--- src/sv/mcfir_pkg.sv ---
`default_nettype none
package mcfir_pkg;

    // Default sizes of the delay lines and the coefficient table
    localparam int DEF_MAX_TAPS     = 1024;
    localparam int DEF_MAX_CHANNELS = 8;

    // Field widths
    localparam int CH_W       = 3;
    localparam int SAMPLE_W   = 24;
    localparam int CIDX_W     = 10;
    localparam int COEFF_W    = 18;
    localparam int PROD_W     = SAMPLE_W + COEFF_W;
    localparam int ACC_W      = 48;
    localparam int NTAPS_W    = 11;
    localparam int MODE_W     = 2;
    localparam int CFG_ADDR_W = 1;
    localparam int CFG_DATA_W = 11;
    localparam int S_TDATA_W  = 56;
    localparam int M_TDATA_W  = 32;

    // Rounding: Q2.40 products down to Q1.23
    localparam int RND_SHIFT = 17;

    // Configuration register indexes
    localparam logic [CFG_ADDR_W-1:0] CFG_NUM_TAPS = 1'd0;
    localparam logic [CFG_ADDR_W-1:0] CFG_MODE     = 1'd1;

    // Configuration reset values
    localparam logic [NTAPS_W-1:0] NUM_TAPS_RESET = 11'd15;

    // Operating modes
    localparam logic [MODE_W-1:0] MODE_FILTER = 2'd0;
    localparam logic [MODE_W-1:0] MODE_PASS   = 2'd1;
    localparam logic [MODE_W-1:0] MODE_MUTE   = 2'd2;

    // Request kinds
    localparam logic REQ_SAMPLE = 1'b0;
    localparam logic REQ_COEFF  = 1'b1;

    typedef enum logic [2:0] {
        ST_CLEAR,
        ST_IDLE,
        ST_DECODE,
        ST_RUN,
        ST_DRAIN,
        ST_EMIT
    } state_t;

    typedef struct packed {
        logic clr;
        logic issue;
    } mac_ctrl_t;

    typedef struct packed {
        logic                       busy;
        logic signed [SAMPLE_W-1:0] result;
    } mac_stat_t;

endpackage
`default_nettype wire

--- src/sv/mcfir_mac.sv ---
`default_nettype none
module mcfir_mac (
    input  wire logic                                    aclk,
    input  wire logic                                    aresetn,
    input  wire mcfir_pkg::mac_ctrl_t                    ctrl,
    input  wire logic signed [mcfir_pkg::SAMPLE_W-1:0]   smp_rdata,
    input  wire logic signed [mcfir_pkg::COEFF_W-1:0]    coef_rdata,
    output      mcfir_pkg::mac_stat_t                    stat
);

    logic                                  rd_vld_reg;
    logic                                  prod_vld_reg;
    logic signed [mcfir_pkg::PROD_W-1:0]   prod_reg;
    logic signed [mcfir_pkg::ACC_W-1:0]    acc_reg;
    logic signed [mcfir_pkg::ACC_W:0]      rnd_sum;
    logic signed [31:0]                    rnd_q;

    // Memory data lands in the cycle after the address was issued
    always_ff @(posedge aclk) begin
        if (!aresetn) begin
            rd_vld_reg   <= 1'b0;
            prod_vld_reg <= 1'b0;
        end else begin
            rd_vld_reg   <= ctrl.issue;
            prod_vld_reg <= rd_vld_reg;
        end
    end

    always_ff @(posedge aclk) begin
        if (rd_vld_reg) begin
            prod_reg <= smp_rdata * coef_rdata;
        end
        if (ctrl.clr) begin
            acc_reg <= '0;
        end else if (prod_vld_reg) begin
            acc_reg <= acc_reg + mcfir_pkg::ACC_W'(prod_reg);
        end
    end

    // Round half up, then saturate to Q1.23
    always_comb begin
        rnd_sum = (mcfir_pkg::ACC_W+1)'(acc_reg)
                  + (mcfir_pkg::ACC_W+1)'(65536);
        rnd_q   = 32'(rnd_sum >>> mcfir_pkg::RND_SHIFT);
        stat.busy = rd_vld_reg | prod_vld_reg;
        if (rnd_q > 32'sd8388607) begin
            stat.result = 24'sh7FFFFF;
        end else if (rnd_q < -32'sd8388608) begin
            stat.result = 24'sh800000;
        end else begin
            stat.result = rnd_q[mcfir_pkg::SAMPLE_W-1:0];
        end
    end

endmodule
`default_nettype wire

--- config.mk ---
export PLATFORM = sky130hd
export DESIGN_NAME = mcfir_mac
export DESIGN_NICKNAME = d
export VERILOG_FILES = /design/src/sv/mcfir_pkg.sv /design/src/sv/mcfir_mac.sv
export SDC_FILE = /design/constraint.sdc
export NUM_CORES = 1
export LEC_CHECK = 0
export ABC_AREA = 0
export BUFFER_PORTS_ARGS = -buffer_cell sky130_fd_sc_hd__buf_4
export CORE_AREA = 3 3 175 220
export CTS_BUF_LIST = sky130_fd_sc_hd__clkbuf_4
export CTS_CLUSTER_DIAMETER = 200
export DETAILED_ROUTE_END_ITERATION = 8
export DIE_AREA = 0 0 178 223
export PLACE_DENSITY_LB_ADDON = 0.1
export SLEW_MARGIN = 20
export SYNTH_ARGS = -nofsm -noshare
export SYNTH_HDL_FRONTEND = slang
export SYNTH_SLANG_ARGS = --single-unit
export TNS_END_PERCENT = 20
--- constraint.sdc ---
create_clock -name aclk -period 8.7 [get_ports aclk]
set_clock_uncertainty 0.15 [all_clocks]
set_input_delay 1.74 -clock aclk [delete_from_list [all_inputs] [get_ports aclk]]
set_output_delay 1.74 -clock aclk [all_outputs]
set_load 0.02 [all_outputs]
# Word level (Yosys, flattened, before mapping)

Index checks and enable logic that the tools add are counted.

$add $sub $neg: 2
Multiply operators: 1
Div/mod/pow operators: 0
Order comparisons: 2
Equal/unequal tests: 0
Shift operators: 0
Mux-type cells: 2
Bitwise operators: 1
Reduce and logical (&&, ||, !) cells: 0

Operators by type and width:

| cell                                                             | count |
|---|---|
| adder 48 x 18 -> 49 bit (second input constant)                  | 1 |
| adder 48 x 42 -> 48 bit                                          | 1 |
| two-way mux 24 bit                                               | 2 |
| multiplier 24 x 18 -> 42 bit                                     | 1 |
| greater-than comparator 32 x 24 -> 1 bit (second input constant) | 1 |
| less-than comparator 32 x 24 -> 1 bit (second input constant)    | 1 |
| OR 1 bit                                                         | 1 |

Bits in registers: 92
Latch bits: 0
Bits in writable memories: 0
Memory bits (read-only): 0
Input bits: 46
Output and inout port bits: 25
Logic and storage cells: 12
Memories: 0

# Depth between registers and ports, before layout

Gate-level depths: netlist of run 1.

Depth after elaboration: 4
Mapped depth: 25
Gate-level depth less buffers: 24

# Least setup slack after synthesis of run 1

No wires, ideal clock.

Path kind: input-to-reg
From: in smp_rdata[9] (netlist name)
To: reg prod_reg[34] (netlist name) (data pin)
Library setup time: 0.265 ns
Data arrival time: 7.628 ns
Data required time: 8.285 ns
Setup slack: 0.657 ns
Stages: 22
Buffers on the path: 2
Cells stage by stage: clkbuf_1 clkbuf_1 nand2_1 fa_1 fa_1 fa_1 fa_1 inv_1 fa_1 inv_1 fa_1 inv_1 ha_1 a21oi_1 o21ai_0 nor4_1 a221o_1 nand2_1 or4_1 a21o_1 a21oi_1 xnor2_1

Word-level cells in the longest chain between the ends: 1

Ends and longest elaborated chain:

| what                         | RTL line        | source |
|---|---|---|
| start, declared              | mcfir_mac.sv:6  | `input wire logic signed [mcfir_pkg::SAMPLE_W-1:0] smp_rdata,` |
| multiplier 24 x 18 -> 42 bit | mcfir_mac.sv:31 | `prod_reg <= smp_rdata * coef_rdata;` |
| end signal, assigned         | mcfir_mac.sv:31 |  |
| end, declared                | mcfir_mac.sv:13 | `logic signed [mcfir_pkg::PROD_W-1:0] prod_reg;` |

Every way passes these cells.
A chain may end at the register's enable or synchronous reset.

# Worst setup path in the final report of run 1

From: in coef_rdata[17] (netlist name)
To: reg prod_reg[39] (netlist name) (data pin)

Word-level cells in the longest chain between the ends: 1

Ends and longest elaborated chain:

| what                         | RTL line        | source |
|---|---|---|
| start, declared              | mcfir_mac.sv:7  | `input wire logic signed [mcfir_pkg::COEFF_W-1:0] coef_rdata,` |
| multiplier 24 x 18 -> 42 bit | mcfir_mac.sv:31 |  |

Every way passes these cells.

==> results_dict.tcl, run 1 <==
set metrics [dict create \
    synth_edf_count 42 \
    nets 3122 \
    mostFrequentLayoutCells "inv_1 (528), fa_1 (426), nand2_1 (356)" \
    antenna_found_initial 1 \
    grt_pass1_vias 17568 \
    status "finished clean" \
    place_inst 2966 \
    synth-seq-cells 92 \
    route.detailed.drc 0 \
    die-height_um 223 \
    syn_area_mm2 0.0219 \
    hpwl_mm 42.2 \
    fin_crit_ns 7.87 \
    initial_utilization_pct 60.0 \
    final_util_pct 62.6 \
    layout_commonest_cell "inv_1" \
    drt_iter0_drc 1079 \
    cp-start-kind "input pin" \
    finalHoldViolCount 0 \
    async_flop_share_pct 0 \
    required_ns 8.81 \
    fillers 3202 \
    crit_fanout 16 \
    cts_sinks 92 \
    crit_path_frequent_cell "fa_1" \
    syn_avg_cell_area_um2 8.69 \
    crit_type "in -> reg" \
    clk_path_buf_depth 2 \
    synth_area_leader_cell "fa_1" \
    dr.pass1.iters 6 \
    tightest_slew_ns 1.01 \
    clk_pin_slew_ns 0.18 \
    synth_top_area_share_pct 39.0 \
    maxCapViolations 0 \
    slew-limit-headroom_pct 31.0 \
    overflow 0 \
    die_w_um 178 \
    numCtsBuffers 9 \
    fin_crit_sh_pct 90.5 \
    largest_register_ffs 48 \
    seq_area_frac_synth_pct 10.3 \
    crit_family "adder cells" \
    multi_input_area_mm2 0.0172 \
    dp_slack_ns 0.384 \
    synthToLayoutAreaGrowth_pct 4.24 \
    ys_warn_count 0 \
    rows 78 \
    slew_violations 0 \
    grt.total_usage_pct 27.3 \
    layout_setup_ws_ns 0.827 \
    post_route_cells_drive_above_1_share_pct 4.48 \
    register_area_mm2 0.00226 \
    via_count 16724 \
    setup-tns-final_ns 0 \
    synth_area_leaders "fa_1 (39%), inv_1 (9.1%), ha_1 (8.8%)" \
    final_cell_count_no_fill 2983 \
    cp_slowest_cell "fa_1" \
    cts-root-buf "clkbuf_4" \
    insertion_delay_ns 0.52 \
    hold_buffers 0 \
    cts_setup_buffers 0 \
    place_congestion 0.936 \
    routed_wl_mm 51.9 \
    cts_tree "built" \
    path_cells "buf_4 > clkinv_1 > buf_4 > nor2_1 > fa_1 > fa_1 > fa_1 > fa_1 > fa_1 > inv_1 > fa_1 > inv_1 > ha_1 > a21o_1 > o21ai_0 > nand3b_1 > a2111o_1 > o211ai_1 > a31oi_1 > buf_4 > o41ai_1 > mux2i_1 > nor2_1" \
    h-tree-depth 3 \
    io_pins 71 \
    viasPerCell 5.61 \
    postCtsResizedCells 0 \
    dieArea_mm2 0.0397 \
    final_antenna_net_count 0 \
    cpPeakStageDelay_ns 0.52 \
    port_buffers 70 \
    cp-end-kind "register" \
    syn_nets 3141 \
    ys.flop_type "dfxtp_1" \
    grt_max_degree 60 \
    rsz0062_at_grt "no" \
    wl_per_cell_um 17.4 \
    fmax_ghz 0.127 \
    synth_cells 2516 \
    min_path_type "reg -> reg" \
    grt_pass1_wl_mm 87.0 \
    crit_buf_inv 6 \
    worstPathArrival_ns 7.99 \
    core_area_mm2 0.0364 \
    ys_types 71 \
    setup_viol 0 \
]
[worst register-to-register path: cells and delay by family (launching register included)]
family | cells | cell delay, ns
AND/OR/NAND/NOR | 2 | 0.36
flip-flops | 1 | 0.50
adder cells (fa/ha/maj) | 1 | 0.37
AO/OA/AOI/OAI | 6 | 2.50
[through the flow]
step	hold WS, ns	cell area, um2
after floorplan	0.295	21900
after global placement	0.316	22700
after detailed placement	0.328	22700
after CTS	0.350	22800
after global routing	0.382	22800
final	0.344	22800
[Yosys cell counts (4+ instances only)]
master and number:
a21oi_1 77, and2_1 152, xor2_1 31, nand2b_1 17
a21o_1 45, or3_1 4, a31oi_1 13, nand3_1 30
a211o_1 5, fa_1 426, o211ai_1 4, o21bai_1 9
nand4b_1 4, and3_1 14, o41ai_1 4, nand2_1 356
o21ai_0 80, a211oi_1 12, and4_1 7, ha_1 153
dfxtp_1 50, o21a_1 19, edfxtp_1 42, mux2i_1 25
a21boi_0 6, nand4_1 17, nor4_1 4, o22ai_1 5
o31ai_1 8, xnor2_1 61, nor2_1 111, inv_1 528
nor3_1 22, nor2b_1 10, clkbuf_1 110
[final timing paths]
check / from / to / slack (ns) / depth (start not counted)
worst min-delay path: acc_reg[4] / acc_reg[4] / 0.34 / 2
worst min register to register: acc_reg[4] / acc_reg[4] / 0.34 / 2
worst max register to register: acc_reg[21] / acc_reg[44] / 4.73 / 9
worst max-delay path: coef_rdata[17] / prod_reg[39] / 0.83 / 23
[area by class of cell]
class                   instances  area share [%]
multi-input cells            1783            75.4
flip-flops and latches         92            9.94
inverters                     530            8.73
repair buffers                 81            2.67
well taps                     480            2.64
clock buffers                   9           0.297
clock inverters                 7           0.280
diodes                          1          0.0110
[metal layers]
| layer | GRT usage (%) | routed length, um | share of wire [%] |
|---|---|---|---|
| met3 | 4.53 | 3810 | 7.3 |
| met4 | 7.02 | 1280 | 2.5 |
| met5 | 0 | 0 | 0 |
| met2 | 44.7 | 24600 | 47 |
| met1 | 38.1 | 22200 | 43 |
[kinds of logic after synthesis]
group,after synthesis,share of synthesized area [%]
AND/OR/NAND/NOR,764,16.4
XOR/XNOR,92,3.69
flip-flops,92,10.3
AO/OA/AOI/OAI,321,9.49
buffers and inverters,641,11.0
multiplexers,27,1.25
adder cells (fa/ha/maj),579,47.8
Power of run 1 is left out: the tool's default activity adds up to more than one toggle a clock period on the data nets, which glitch-free logic cannot reach.
==> run 2, diff against run 1 <==
--- a/config.mk
+++ b/config.mk
@@ -7,11 +7,11 @@
 export LEC_CHECK = 0
 export ABC_AREA = 0
 export BUFFER_PORTS_ARGS = -buffer_cell sky130_fd_sc_hd__buf_4
-export CORE_AREA = 3 3 175 220
+export CORE_AREA = 2 2 174 219
 export CTS_BUF_LIST = sky130_fd_sc_hd__clkbuf_4
 export CTS_CLUSTER_DIAMETER = 200
 export DETAILED_ROUTE_END_ITERATION = 8
-export DIE_AREA = 0 0 178 223
+export DIE_AREA = 0 0 176 221
 export PLACE_DENSITY_LB_ADDON = 0.1
 export SLEW_MARGIN = 20
 export SYNTH_ARGS = -nofsm -noshare
==> run 2 against run 1 <==
  * Worst hold slack got worse by 0.0042 ns
  * Non-clock buffer count down 2
  * Critical path depth fell by 2
  * Critical path type unchanged
  * Via count down 0.98%
  * Global-route usage grew 0.91 points
  * Routed wire length increased by 0.17%
  * Design area is the same
  * Core utilization decreased by 0.79 points
  * Sequential share of layout area did not move
  * First-iteration DRC count down 12%
==> results_dict.tcl, run 2 (synthesis results as in run 1) <==
set metrics [dict create \
    r2r_cells 9 \
    reg2reg_slack_ns 4.77 \
    crit_fanout 24 \
    cp-end-kind "register" \
    h-tree-depth 3 \
    cts_tree "built" \
    grt_pass1_wl_mm 87.5 \
    numCtsBuffers 9 \
    setup-tns-final_ns 0 \
    place_congestion 0.940 \
    min_path_type "reg -> reg" \
    hold_buffers 0 \
    overflow 0 \
    grt_pass1_vias 17609 \
    worstPathArrival_ns 7.89 \
    finalHoldViolCount 0 \
    slew-limit-headroom_pct 34.1 \
    insertion_delay_ns 0.52 \
    mostFrequentLayoutCells "inv_1 (528), fa_1 (426), nand2_1 (356)" \
    cts_sinks 92 \
    final_util_pct 61.8 \
    die_w_um 176 \
    final_cell_count_no_fill 2987 \
    layout_commonest_cell "inv_1" \
    viasPerCell 5.54 \
    maxCapViolations 0 \
    cp-endpoint "prod_reg[34]" \
    dieArea_mm2 0.0389 \
    slew_violations 0 \
    status "finished clean" \
    io_pins 71 \
    wl_per_cell_um 17.4 \
    final_antenna_net_count 0 \
    cts_setup_buffers 0 \
    cp-start-kind "input pin" \
    dr.pass1.iters 5 \
    register_area_mm2 0.00226 \
    fin_crit_sh_pct 89.3 \
    hpwl_mm 41.9 \
    rows 79 \
    crit_type "in -> reg" \
    routed_wl_mm 52.0 \
    antenna_found_initial 1 \
    grt_max_degree 60 \
    drt_iter0_drc 954 \
    tightest_slew_ns 0.964 \
    largest_register_ffs 48 \
    setup_viol 0 \
    r2r_end "acc_reg[44]" \
    via_count 16560 \
    clk_path_buf_depth 2 \
    clk_pin_slew_ns 0.17 \
    postCtsResizedCells 0 \
    fmax_ghz 0.129 \
    multi_input_area_mm2 0.0172 \
    route.detailed.drc 0 \
    cts-root-buf "clkbuf_4" \
    rsz0062_at_grt "no" \
    port_buffers 70 \
    place_inst 2970 \
    required_ns 8.82 \
    startpoint "coef_rdata[3]" \
    synthToLayoutAreaGrowth_pct 4.24 \
    core_area_mm2 0.0369 \
    fin_crit_ns 7.77 \
    fillers 3269 \
    post_route_cells_drive_above_1_share_pct 4.40 \
    nets 3120 \
    timing.rr.start "acc_reg[21]" \
    grt.total_usage_pct 28.3 \
    die-height_um 221 \
    initial_utilization_pct 59.3 \
]
[run 2: cell count changes in the layout (fill, tap and decap cells not counted)]
cell and delta:
inv_8 +3, buf_4 -2, clkinv_4 -2, inv_6 -1
[run 2: worst min path at each step]
| stage | from | end | slack [ns] | cells past startpoint |
|---|---|---|---|---|
| after global routing | acc_reg[4] | acc_reg[4] | 0.37 | 2 |
| after global placement | acc_reg[4] | acc_reg[4] | 0.30 | 2 |
| after floorplan | acc_reg[4] | acc_reg[4] | 0.29 | 2 |
| after CTS | acc_reg[4] | acc_reg[4] | 0.34 | 2 |
| final | acc_reg[4] | acc_reg[4] | 0.34 | 2 |
| after detailed placement | acc_reg[4] | acc_reg[4] | 0.32 | 2 |
[run 2: cell type report]
type / count / area share [%]
inverters: 530 / 8.73
well taps: 486 / 2.67
repair buffers: 79 / 2.60
clock inverters: 7 / 0.313
multi-input cells: 1783 / 75.4
flip-flops and latches: 92 / 9.94
clock buffers: 9 / 0.297
diodes: 1 / 0.0110
[run 2: layer usage]
layer	part of all wire [%]	vias to the layer above	global-route usage (%)
li1	-	7730	-
met1	44	8218	38.7
met2	47	518	47.1
met3	5.8	94	3.61
met4	3.0	0	8.64
met5	0	-	0
[run 2: through the flow]
step | setup slack, ns | hold slack [ns] | area (um2)
after floorplan | 0.657 | 0.295 | 21900
after global placement | 0.423 | 0.305 | 22600
after detailed placement | 0.407 | 0.317 | 22600
after CTS | 0.992 | 0.336 | 22800
after global routing | 0.624 | 0.371 | 22800
final | 0.929 | 0.340 | 22800
[run 2: critical path, stage by stage]
cell	delay [ns]
buf_4	0.26
nand2_1	0.13
fa_1	0.53
fa_1	0.57
fa_1	0.45
fa_1	0.55
inv_1	0.05
fa_1	0.52
inv_1	0.06
fa_1	0.53
inv_1	0.05
ha_1	0.35
a21oi_1	0.17
o21ai_0	0.15
nor4_1	0.50
a221o_1	0.25
nand2_1	0.10
or4_1	0.50
a21o_1	0.17
a21oi_1	0.17
xnor2_1	0.08
Power of run 2 is left out for the same reason.
